--- src/rhf_pkg.sv ---
`default_nettype none
package rhf_pkg;

  localparam int TIME_BITS   = 16;
  localparam int HEIGHT_BITS = 32;
  localparam int FRAC_BITS   = 16;

  localparam int ELAP_W    = TIME_BITS + 1;
  localparam int Q_W       = FRAC_BITS + 1;
  localparam int MUL_A_W   = HEIGHT_BITS + 1;
  localparam int MUL_B_W   = FRAC_BITS + 2;
  localparam int PROD_W    = MUL_A_W + MUL_B_W;
  localparam int CNT_W     = $clog2(FRAC_BITS);
  localparam int CFG_IDX_W = 3;
  localparam int CFG_DAT_W = (HEIGHT_BITS > TIME_BITS) ? HEIGHT_BITS : TIME_BITS;

  localparam logic [Q_W-1:0] ONE_Q = Q_W'(1) << FRAC_BITS;
  localparam logic [CNT_W-1:0] DIV_LAST = CNT_W'(FRAC_BITS - 1);

  // event kinds
  localparam logic [1:0] KIND_TICK  = 2'd0;
  localparam logic [1:0] KIND_START = 2'd1;
  localparam logic [1:0] KIND_STOP  = 2'd2;

  // register indexes
  localparam logic [CFG_IDX_W-1:0] CFG_TARGET_HEIGHT = 3'd0;
  localparam logic [CFG_IDX_W-1:0] CFG_RISE_TIME     = 3'd1;
  localparam logic [CFG_IDX_W-1:0] CFG_FALL_TIME     = 3'd2;
  localparam logic [CFG_IDX_W-1:0] CFG_HOVER_TIME    = 3'd3;
  localparam logic [CFG_IDX_W-1:0] CFG_AUTO_RETURN   = 3'd4;

  typedef enum logic [1:0] {
    PH_STOP  = 2'd0,
    PH_RISE  = 2'd1,
    PH_HOVER = 2'd2,
    PH_FALL  = 2'd3
  } phase_e;

  typedef enum logic [2:0] {
    SEQ_IDLE,
    SEQ_DIV,
    SEQ_SQR,
    SEQ_SCALE,
    SEQ_FIN
  } seq_e;

  typedef struct packed {
    logic [1:0]           kind;
    logic [TIME_BITS-1:0] delta_time;
  } in_item_t;

  typedef struct packed {
    logic signed [HEIGHT_BITS-1:0] offset;
    logic                          offset_written;
    logic [1:0]                    phase;
  } out_item_t;

  // commands from the sequencer to the arithmetic unit
  typedef struct packed {
    logic load;
    logic div_step;
    logic sqr;
    logic scale;
    logic rising;
  } unit_ctrl_t;

  typedef logic signed [MUL_A_W-1:0] mul_a_t;
  typedef logic signed [MUL_B_W-1:0] mul_b_t;

endpackage
`default_nettype wire

--- src/rhf_unit.sv ---
`default_nettype none
module rhf_unit (
  input  wire logic                                clk_i,
  input  wire rhf_pkg::unit_ctrl_t                 ctrl_i,
  input  wire logic [rhf_pkg::TIME_BITS-1:0]       rem_init_i,
  input  wire logic [rhf_pkg::TIME_BITS-1:0]       divisor_i,
  input  wire logic signed [rhf_pkg::HEIGHT_BITS-1:0] height_i,
  output logic signed [rhf_pkg::HEIGHT_BITS-1:0]   offset_o
);

  logic [rhf_pkg::TIME_BITS-1:0]  rem_q, rem_d;
  logic [rhf_pkg::TIME_BITS-1:0]  div_q;
  logic [rhf_pkg::FRAC_BITS-1:0]  quo_q, quo_d;
  logic                           rising_q;
  logic signed [rhf_pkg::PROD_W-1:0] prod_q, prod_d;

  logic [rhf_pkg::TIME_BITS:0]    rem2;
  logic                           ge;
  logic [rhf_pkg::Q_W-1:0]        prog;
  logic [rhf_pkg::Q_W-1:0]        factor;
  rhf_pkg::mul_a_t                mul_a;
  rhf_pkg::mul_b_t                mul_b;

  // restoring division, one quotient bit a cycle
  always_comb begin
    rem2  = {rem_q, 1'b0};
    ge    = rem2 >= {1'b0, div_q};
    rem_d = ge ? rhf_pkg::TIME_BITS'(rem2 - {1'b0, div_q})
               : rem2[rhf_pkg::TIME_BITS-1:0];
    quo_d = {quo_q[rhf_pkg::FRAC_BITS-2:0], ge};
  end

  // shared multiplier: first the eased square, then the height scaling
  always_comb begin
    prog   = rising_q ? (rhf_pkg::ONE_Q - {1'b0, quo_q}) : {1'b0, quo_q};
    factor = rhf_pkg::ONE_Q - prod_q[rhf_pkg::FRAC_BITS +: rhf_pkg::Q_W];
    if (ctrl_i.scale) begin
      mul_a = rhf_pkg::mul_a_t'(height_i);
      mul_b = rhf_pkg::mul_b_t'(factor);
    end else begin
      mul_a = rhf_pkg::mul_a_t'(prog);
      mul_b = rhf_pkg::mul_b_t'(prog);
    end
    prod_d = rhf_pkg::PROD_W'(mul_a * mul_b);
  end

  always_ff @(posedge clk_i) begin
    if (ctrl_i.load) begin
      rem_q    <= rem_init_i;
      div_q    <= divisor_i;
      rising_q <= ctrl_i.rising;
      quo_q    <= '0;
    end else if (ctrl_i.div_step) begin
      rem_q <= rem_d;
      quo_q <= quo_d;
    end
    if (ctrl_i.sqr || ctrl_i.scale) begin
      prod_q <= prod_d;
    end
  end

  // arithmetic shift right by the fraction bits, truncated to height width
  assign offset_o = prod_q[rhf_pkg::FRAC_BITS +: rhf_pkg::HEIGHT_BITS];

endmodule
`default_nettype wire

--- src/rise_hover_fall_motion_profile.sv ---
// rise / hover / fall motion profile: one beat in, one beat out
// eased offsets: the input beat is followed by 16 divider steps, the square, the height
//   scaling and the output load; the next input is taken once the sequencer is idle again
// other events: straight from the input beat to the output load, next input once idle again
// the sequencer waits in its final state while the output register holds an untaken result
// reset: asynchronous active low; stopped, elapsed and hover cleared, registers at defaults
`default_nettype none
module rise_hover_fall_motion_profile (
  input  wire logic                                  clk_i,
  input  wire logic                                  rst_ni,
  input  wire logic                                  in_valid_i,
  output logic                                       in_ready_o,
  input  wire rhf_pkg::in_item_t                     in_data_i,
  output logic                                       out_valid_o,
  input  wire logic                                  out_ready_i,
  output rhf_pkg::out_item_t                         out_data_o,
  input  wire logic                                  cfg_valid_i,
  output logic                                       cfg_ready_o,
  input  wire logic [rhf_pkg::CFG_IDX_W-1:0]         cfg_index_i,
  input  wire logic [rhf_pkg::CFG_DAT_W-1:0]         cfg_data_i
);

  // configuration registers, used live
  logic signed [rhf_pkg::HEIGHT_BITS-1:0] height_q;
  logic [rhf_pkg::TIME_BITS-1:0]          rise_q;
  logic [rhf_pkg::TIME_BITS-1:0]          fall_q;
  logic [rhf_pkg::TIME_BITS-1:0]          hover_q;
  logic                                   auto_q;

  // motion state
  rhf_pkg::phase_e                        phase_q, phase_d;
  logic [rhf_pkg::ELAP_W-1:0]             elapsed_q, elapsed_d;
  logic [rhf_pkg::TIME_BITS-1:0]          hover_left_q, hover_left_d;

  // sequencer
  rhf_pkg::seq_e                          seq_q, seq_d;
  logic [rhf_pkg::CNT_W-1:0]              cnt_q;
  logic                                   wr_q, wr_d;
  logic                                   math_q, math_d;
  logic signed [rhf_pkg::HEIGHT_BITS-1:0] off_q, off_d;
  logic                                   rising_d;

  // output register
  logic                                   out_valid_q;
  rhf_pkg::out_item_t                     out_data_q;

  logic                                   in_acc;
  logic                                   out_free;
  logic                                   fin_load;
  rhf_pkg::unit_ctrl_t                    uctrl;
  logic signed [rhf_pkg::HEIGHT_BITS-1:0] unit_off;

  logic [rhf_pkg::ELAP_W:0]               el_sum;
  logic [rhf_pkg::ELAP_W-1:0]             el_sat;

  assign cfg_ready_o = 1'b1;
  assign in_acc      = in_valid_i && in_ready_o;
  assign out_free    = !out_valid_q || out_ready_i;

  always_ff @(posedge clk_i or negedge rst_ni) begin
    if (!rst_ni) begin
      height_q <= '0;
      rise_q   <= rhf_pkg::TIME_BITS'(1);
      fall_q   <= rhf_pkg::TIME_BITS'(1);
      hover_q  <= '0;
      auto_q   <= 1'b0;
    end else if (cfg_valid_i) begin
      unique case (cfg_index_i)
        rhf_pkg::CFG_TARGET_HEIGHT: height_q <= cfg_data_i[rhf_pkg::HEIGHT_BITS-1:0];
        rhf_pkg::CFG_RISE_TIME:     rise_q   <= cfg_data_i[rhf_pkg::TIME_BITS-1:0];
        rhf_pkg::CFG_FALL_TIME:     fall_q   <= cfg_data_i[rhf_pkg::TIME_BITS-1:0];
        rhf_pkg::CFG_HOVER_TIME:    hover_q  <= cfg_data_i[rhf_pkg::TIME_BITS-1:0];
        rhf_pkg::CFG_AUTO_RETURN:   auto_q   <= cfg_data_i[0];
        default: ;
      endcase
    end
  end

  // elapsed time plus this tick, saturating
  always_comb begin
    el_sum = {1'b0, elapsed_q} + (rhf_pkg::ELAP_W + 1)'(in_data_i.delta_time);
    el_sat = el_sum[rhf_pkg::ELAP_W] ? '1 : el_sum[rhf_pkg::ELAP_W-1:0];
  end

  // event decode: new motion state and what the result beat carries
  always_comb begin
    phase_d      = phase_q;
    elapsed_d    = elapsed_q;
    hover_left_d = hover_left_q;
    wr_d         = 1'b0;
    math_d       = 1'b0;
    rising_d     = 1'b0;
    off_d        = '0;
    unique case (in_data_i.kind)
      rhf_pkg::KIND_START: begin
        if (rise_q != '0 && fall_q != '0) begin
          phase_d      = rhf_pkg::PH_RISE;
          elapsed_d    = '0;
          hover_left_d = '0;
        end
      end
      rhf_pkg::KIND_STOP: begin
        wr_d         = (phase_q != rhf_pkg::PH_STOP) && auto_q;
        phase_d      = rhf_pkg::PH_STOP;
        elapsed_d    = '0;
        hover_left_d = '0;
      end
      rhf_pkg::KIND_TICK: begin
        unique case (phase_q)
          rhf_pkg::PH_RISE: begin
            wr_d = 1'b1;
            if (el_sat < {1'b0, rise_q}) begin
              // still rising: eased offset through the arithmetic unit
              elapsed_d = el_sat;
              math_d    = 1'b1;
              rising_d  = 1'b1;
            end else begin
              // peak reached; the same tick already counts against the hover
              elapsed_d = '0;
              off_d     = height_q;
              if (hover_q != '0 && in_data_i.delta_time < hover_q) begin
                hover_left_d = hover_q - in_data_i.delta_time;
                phase_d      = rhf_pkg::PH_HOVER;
              end else begin
                phase_d = rhf_pkg::PH_FALL;
              end
            end
          end
          rhf_pkg::PH_HOVER: begin
            if (in_data_i.delta_time >= hover_left_q) begin
              hover_left_d = '0;
              elapsed_d    = '0;
              phase_d      = rhf_pkg::PH_FALL;
            end else begin
              hover_left_d = hover_left_q - in_data_i.delta_time;
            end
          end
          rhf_pkg::PH_FALL: begin
            if (el_sat >= {1'b0, fall_q}) begin
              // landed: optional return to zero
              wr_d         = auto_q;
              phase_d      = rhf_pkg::PH_STOP;
              elapsed_d    = '0;
              hover_left_d = '0;
            end else begin
              elapsed_d = el_sat;
              wr_d      = 1'b1;
              math_d    = 1'b1;
            end
          end
          rhf_pkg::PH_STOP: ;
          default: ;
        endcase
      end
      default: ;
    endcase
  end

  // sequencer next state
  always_comb begin
    seq_d = seq_q;
    unique case (seq_q)
      rhf_pkg::SEQ_IDLE: begin
        if (in_valid_i) begin
          seq_d = math_d ? rhf_pkg::SEQ_DIV : rhf_pkg::SEQ_FIN;
        end
      end
      rhf_pkg::SEQ_DIV: begin
        if (cnt_q == rhf_pkg::DIV_LAST) begin
          seq_d = rhf_pkg::SEQ_SQR;
        end
      end
      rhf_pkg::SEQ_SQR:   seq_d = rhf_pkg::SEQ_SCALE;
      rhf_pkg::SEQ_SCALE: seq_d = rhf_pkg::SEQ_FIN;
      rhf_pkg::SEQ_FIN: begin
        if (out_free) begin
          seq_d = rhf_pkg::SEQ_IDLE;
        end
      end
      default: seq_d = rhf_pkg::SEQ_IDLE;
    endcase
  end

  // sequencer outputs
  always_comb begin
    in_ready_o      = 1'b0;
    fin_load        = 1'b0;
    uctrl           = '0;
    uctrl.rising    = rising_d;
    unique case (seq_q)
      rhf_pkg::SEQ_IDLE: begin
        in_ready_o = 1'b1;
        uctrl.load = in_valid_i && math_d;
      end
      rhf_pkg::SEQ_DIV:   uctrl.div_step = 1'b1;
      rhf_pkg::SEQ_SQR:   uctrl.sqr      = 1'b1;
      rhf_pkg::SEQ_SCALE: uctrl.scale    = 1'b1;
      rhf_pkg::SEQ_FIN:   fin_load       = out_free;
      default: ;
    endcase
  end

  always_ff @(posedge clk_i or negedge rst_ni) begin
    if (!rst_ni) begin
      seq_q        <= rhf_pkg::SEQ_IDLE;
      cnt_q        <= '0;
      phase_q      <= rhf_pkg::PH_STOP;
      elapsed_q    <= '0;
      hover_left_q <= '0;
      wr_q         <= 1'b0;
      math_q       <= 1'b0;
      out_valid_q  <= 1'b0;
    end else begin
      seq_q <= seq_d;
      if (seq_q == rhf_pkg::SEQ_DIV) begin
        cnt_q <= cnt_q + rhf_pkg::CNT_W'(1);
      end else begin
        cnt_q <= '0;
      end
      if (in_acc) begin
        phase_q      <= phase_d;
        elapsed_q    <= elapsed_d;
        hover_left_q <= hover_left_d;
        wr_q         <= wr_d;
        math_q       <= math_d;
      end
      if (fin_load) begin
        out_valid_q <= 1'b1;
      end else if (out_ready_i) begin
        out_valid_q <= 1'b0;
      end
    end
  end

  // payload registers
  always_ff @(posedge clk_i) begin
    if (in_acc) begin
      off_q <= off_d;
    end
    if (fin_load) begin
      out_data_q.offset         <= math_q ? unit_off : off_q;
      out_data_q.offset_written <= wr_q;
      out_data_q.phase          <= phase_q;
    end
  end

  // divider remainder starts at elapsed, which stays below the phase length here
  rhf_unit u_unit (
    .clk_i      (clk_i),
    .ctrl_i     (uctrl),
    .rem_init_i (elapsed_d[rhf_pkg::TIME_BITS-1:0]),
    .divisor_i  (rising_d ? rise_q : fall_q),
    .height_i   (height_q),
    .offset_o   (unit_off)
  );

  assign out_valid_o = out_valid_q;
  assign out_data_o  = out_data_q;

endmodule
`default_nettype wire
--- config.mk ---
export PLATFORM = sky130hd
export DESIGN_NAME = rise_hover_fall_motion_profile
export DESIGN_NICKNAME = d
export VERILOG_FILES = /design/src/rhf_pkg.sv /design/src/rhf_unit.sv /design/src/rise_hover_fall_motion_profile.sv
export SDC_FILE = /design/constraint.sdc
export NUM_CORES = 2
export LEC_CHECK = 0
export BUFFER_PORTS_ARGS = -buffer_cell sky130_fd_sc_hd__buf_2
export CORE_ASPECT_RATIO = 1.2
export CORE_UTILIZATION = 48
export DETAILED_ROUTE_END_ITERATION = 6
export PLACE_DENSITY = 0.62
export SYNTH_ARGS = -nofsm -noshare
export SYNTH_HDL_FRONTEND = slang
export SYNTH_SLANG_ARGS = --single-unit
--- constraint.sdc ---
create_clock -name clk_i -period 8.53 [get_ports clk_i]
set_input_delay 0.853 -clock clk_i [delete_from_list [all_inputs] [get_ports clk_i]]
set_output_delay 0.853 -clock clk_i [all_outputs]
set_load 0.02 [all_outputs]
# Word-level counts from Yosys, hierarchy flattened

Cells that the tools add are included.

Word-level logic and storage cells: 141
Output and inout bits: 38
Flip-flop bits (word level): 290
Bits of input ports: 58

Bitwise operators: 2
$lt $le $gt $ge: 5
Add/sub/neg operators: 7
Equality and inequality tests: 23
Reduce and logical (&&, ||, !) cells: 28
Multiply operators: 1
Mux-type cells: 52

Operators by type and width:

| operator               | count |
|---|---|
| $mux 16                | 9 |
| $mux 17                | 7 |
| $pmux 17 s3            | 2 |
| $pmux 16 s3            | 2 |
| $mul 33x18->48         | 1 |
| $reduce_bool 16->1     | 3 |
| $sub 16x16->16         | 3 |
| $ge 17x16->1           | 2 |
| $mux 33                | 1 |
| $mux 32                | 1 |
| $add 17x16->18         | 1 |
| $lt 17x16->1           | 1 |
| $sub 17x16->17 const A | 1 |
| $sub 17x17->17 const A | 1 |
| $ge 16x16->1           | 1 |
| $lt 16x16->1           | 1 |
| $mux 1                 | 15 |
| $pmux 3 s5             | 1 |
| $reduce_and 7->1       | 2 |
| $eq 3x2->1 const B     | 4 |
| $mux 3                 | 4 |
| $ne 3x3->1 const B     | 4 |
| $pmux 2 s3             | 2 |
| $reduce_and 2->1       | 5 |
| other kinds (22)       | 44 |

# Longest topological paths before layout

Depth after elaboration: 9
Gate-level depth with buffers: 35
Mapped depth without buffers: 34

# By module

From an unflattened synthesis, not the netlist that was laid out.

Cell total of the unflattened synthesis: 3,642
Area total of the unflattened synthesis: 33,976.3 um2

Modules (own cells, without submodules):

| module                         | instances | area an instance (um2) | cells an instance | seq. area each (um2) |
|---|---|---|---|---|
| rhf_unit                       | 1         | 22,597.9               | 2,562             | 2,272.2 |
| rise_hover_fall_motion_profile | 1         | 11,378.4               | 1,080             | 5,167.5 |

# Worst setup path before layout

No wires, ideal clock.

Path kind: flip-flop to flip-flop
From: reg seq_q[2]
To: reg u_unit.prod_q[46] (netlist name) (data pin)
Clock period less this slack: 7.808 ns
Cell stages (with the launch flop): 27
Data required time: 8.264 ns
Library setup time: 0.266 ns
Arrival time: 7.542 ns
Path slack: 0.722 ns
Path buffers: 3
Cells stage by stage: dfrtp_1 > nor2b_1 > buf_2 > clkbuf_1 > and3_1 > clkbuf_1 > nand2_1 > fa_1 > fa_1 > fa_1 > inv_1 > fa_1 > fa_1 > inv_1 > fa_1 > inv_1 > ha_1 > a21o_1 > a221o_1 > a21o_1 > a21oi_1 > o21ai_0 > nor2_1 > a21oi_1 > o21ai_0 > a21boi_0 > xor2_1

Cells in the longest elaborated chain, start to end: 4
Elaborated cells on any way between the ends: 5
Those cells by class: 1 x mul; 1 x eq/ne; 3 x mux

Ends and longest elaborated chain:

| what                               | line                                  | source |
|---|---|---|
| from (decl)                        | rise_hover_fall_motion_profile.sv:36  | `rhf_pkg::seq_e seq_q, seq_d;` |
| from (signal assigned)             | rise_hover_fall_motion_profile.sv:205 | `seq_q <= rhf_pkg::SEQ_IDLE;` |
| from (signal assigned)             | rise_hover_fall_motion_profile.sv:214 | `seq_q <= seq_d;` |
| $eq 3x2->1 (*)                     | rise_hover_fall_motion_profile.sv:190 | `unique case (seq_q)` |
| $mux 1 (*)                         | rise_hover_fall_motion_profile.sv:190 |  |
| $mux 33 or $mux 17 (tied branches) | rhf_unit.sv:37                        | `if (ctrl_i.scale) begin` |
| $mul 33x18->48 (*)                 | rhf_unit.sv:44                        | `prod_d = rhf_pkg::PROD_W'(mul_a * mul_b);` |
| named net u_unit.prod_d, one bit   | rhf_unit.sv:15                        | `logic signed [rhf_pkg::PROD_W-1:0] prod_q, prod_d;` |
| to (signal assigned)               | rhf_unit.sv:58                        | `prod_q <= prod_d;` |
| to (decl)                          | rhf_unit.sv:15                        |  |

Mark *: on every way through the listed nets, which the timed path passes. The rest lies on a longest branch.
A chain may end at the register's enable or synchronous reset.

# Worst setup path in the final report

From: reg u_unit.quo_q[1] (netlist name)
To: reg u_unit.prod_q[25] (netlist name) (data pin)

Cells in the longest elaborated chain, start to end: 4
Elaborated cells on any way between the ends: 5
Those cells by class: 1 x add/sub; 1 x mul; 3 x mux

Ends and longest elaborated chain:

| what                               | line           | source |
|---|---|---|
| from (decl)                        | rhf_unit.sv:13 | `logic [rhf_pkg::FRAC_BITS-1:0] quo_q, quo_d;` |
| from (signal assigned)             | rhf_unit.sv:55 | `quo_q <= quo_d;` |
| $sub 17x16->17                     | rhf_unit.sv:35 | `prog = rising_q ? (rhf_pkg::ONE_Q - {1'b0, quo_q}) : {1'b0, quo_q};` |
| $mux 17 (*)                        | rhf_unit.sv:35 |  |
| $mux 33 or $mux 17 (tied branches) | rhf_unit.sv:37 |  |
| $mul 33x18->48 (*)                 | rhf_unit.sv:44 |  |
| named net u_unit.prod_d, one bit   | rhf_unit.sv:15 |  |

Marks and branches as above.

==> flow_summary.yaml <==
critical_path:
  critPathLaunchType: "flop"
  cp_common_cell: "fa_1"
  cp.required_ps: 8820
  path_max_fanout: 9
  end_kind: "flop"
  r2r_slack_ps: 360
  cp.arrival_ps: 8460
  critPathSlowestCell: "fa_1"
  critPathKind: "reg2reg"
  crit_path_max_incr_delay_ps: 550
  worst_r2r_path_depth: 31
floorplan:
  start_util_pct: 48.6
  die_x_um: 242
  ios: 96
  num_rows: 105
  design.core.area_um2: 68400
  dieArea_um2: 70300
  die_h_um: 290
route:
  drt-vias-per-instance: 5.49
  dr.pass1.iters: 7
  dr.first_iter.drc_count: 1945
  wirelength_um: 98500
  vias: 25194
  wl_per_cell_um: 21.5
  route.detailed.drc: 0
  ant_nets: 0
timing:
  maxSlewViolCount: 0
  max_freq_mhz: 122
  holdWs_ps: 294
  worst_clock_skew_ps: 13.1
  period_share_pct: 95.8
  rsz0062_at_grt: "no"
  finalHoldViolCount: 0
  setup_violations: 0
  worst_pin_slew_ps: 1230
  slew_headroom_pct: 16.9
  period_needed_ps: 8170
synth:
  synth_warnings: 0
  yosysSeqAreaShare_pct: 22.4
  synth_area_per_cell_um2: 9.41
  yosysTopAreaCellShare_pct: 30.8
  yosysTopAreaCell: "fa_1"
  ys.flop_type: "edfxtp_1"
  synth_nets: 4314
  netlist_top_cells_count: "644 x inv_1, 511 x fa_1, 452 x nand2_1"
  ys_seq_elements: 274
  synth_cells: 3531
  synth_edf_count: 132
  synth_cell_types: 89
  yosysMostFrequentCell: "inv_1"
  synthArstFlopShare_pct: 46.0
  ys_top_cells_by_area: "fa_1 31%, edfxtp_1 12%, dfrtp_1 9.3%"
  netlist_area_um2: 33200
layout:
  multi_input_area_um2: 23000
  fin_area_um2: 36400
  seq_area_um2: 7440
  n_fill_cell: 6312
  syn_to_final_growth_pct: 9.55
  finalNetCount: 4442
  drive_above_1_share_pct: 11.8
global_routing:
  grt_max_degree: 70
  grt_pass1_vias: 26703
  overflow: 0
  antenna_found_initial: 1
  grt_pass1_wl_um: 155000
  grt_usage_pct: 28.9
clock_network:
  cts_max_level: 1
  clock-root-buffer: "clkbuf_16"
  insertion_delay_ps: 540
  cts_tree: "done"
  cts_inserted_buffers: 25
  hold_buffers: 0
  clock_path_buffers: 3
  clk_pin_slew_ps: 70
  cts_sinks: 274
hold_path:
  hold_class: "in2async"
placement:
  portBuffers: 94
  dpl.hpwl_um: 80800
  postPlaceCellArea_um2: 35500
  gp_congestion: 0.997
outcome:
  status: "finished clean"
job:
  drv_cap: 0
metrics by stage:
step	setup TNS [ps]	util, %	cells	setup WS [ps]
6_report	0	53.2	4587	360
5_1_grt	0	53.2	4586	5.84
4_1_cts	0	53.1	4584	78.4
3_5_place_dp	-25.3	51.9	4539	-25.3
3_3_place_gp	0	51.9	4539	40.6
2_1_floorplan	0	-	3531	722
critical path, delay by kind of cell (launching register included):
kind / cells / cell delay (ps)
XOR/XNOR: 2 / 200
adder cells (fa/ha/maj): 8 / 3540
buffers and inverters: 4 / 240
AO/OA/AOI/OAI: 8 / 1630
AND/OR/NAND/NOR: 9 / 1970
flip-flops: 1 / 330
layer usage:
layer | track usage [%] | share of wire (%) | routed length [um] | vias up
met4 | 12.1 | 4.7 | 4580 | 2
met5 | 0.137 | 0.017 | 17 | -
met1 | 37.0 | 40 | 39000 | 12603
li1 | - | - | - | 11425
met3 | 4.74 | 7.3 | 7180 | 219
met2 | 48.5 | 48 | 47700 | 945
logic make-up (layout without fill, tap and decap cells):
kind of cell             after synthesis  after routing  synth area share (%)
multiplexers                         122            122                  4.20
buffers and inverters                770            916                  8.92
XOR/XNOR                             114            114                  3.00
AND/OR/NAND/NOR                     1070           1070                  14.1
other                                  1              2                0.0113
adder cells (fa/ha/maj)              725            725                  38.8
AO/OA/AOI/OAI                        455            455                  8.53
flip-flops                           274            274                  22.4
flip-flops by register name (all words and copies together) (netlist names):
register,cells
u_unit.quo_q,16
u_unit.prod_q,32
out_data_o,35
hover_left_q,16
out_valid_o,1
hover_q,16
seq_q,3
height_q,32
fall_q,16
u_unit.rem_q,16
math_q,1
elapsed_q,17
u_unit.div_q,16
auto_q,1
wr_q,1
u_unit.rising_q,1
rise_q,16
phase_q,2
off_q,32
cnt_q,4
placed cells by master, fill, tap and decap left out, types with 101 or more instances in the layout:
master and count:
edfxtp_1 132, nor2_1 359, a21oi_1 110, dfrtp_1 124, o21ai_0 115, nand2_1 450, buf_4 117, ha_1 214
inv_1 642, mux2_2 101, fa_1 510
path summary, 6_finish.rpt:
check / start / end
min in group clk_i: wr_q / out_data_o[2]
worst min register to register: wr_q / out_data_o[2]
worst min-delay path: rst_ni / hover_left_q[1]
worst max register to register: u_unit.quo_q[1] / u_unit.prod_q[25]
max in group asynchronous: rst_ni / fall_q[1]
worst max-delay path: u_unit.quo_q[1] / u_unit.prod_q[25]
area by class of cell:
class                           count  area share [%]
Multi-Input combinational cell   2487            63.0
Sequential cell                   274            20.4
Inverter                          644            6.64
Timing Repair Buffer              227            4.55
Tap cell                          909            3.12
Clock buffer                       32            1.79
Clock inverter                     13           0.416
Antenna cell                        1         0.00687
repair_timing:
action                     CTS  global route
setup buffers                0             2
setup endpoints to repair    3            14
pin swaps                    0             7
resized for setup            2            17
Power is not shown: default switching activity piles up to over one toggle a cycle in this logic, so the estimate is an artifact.
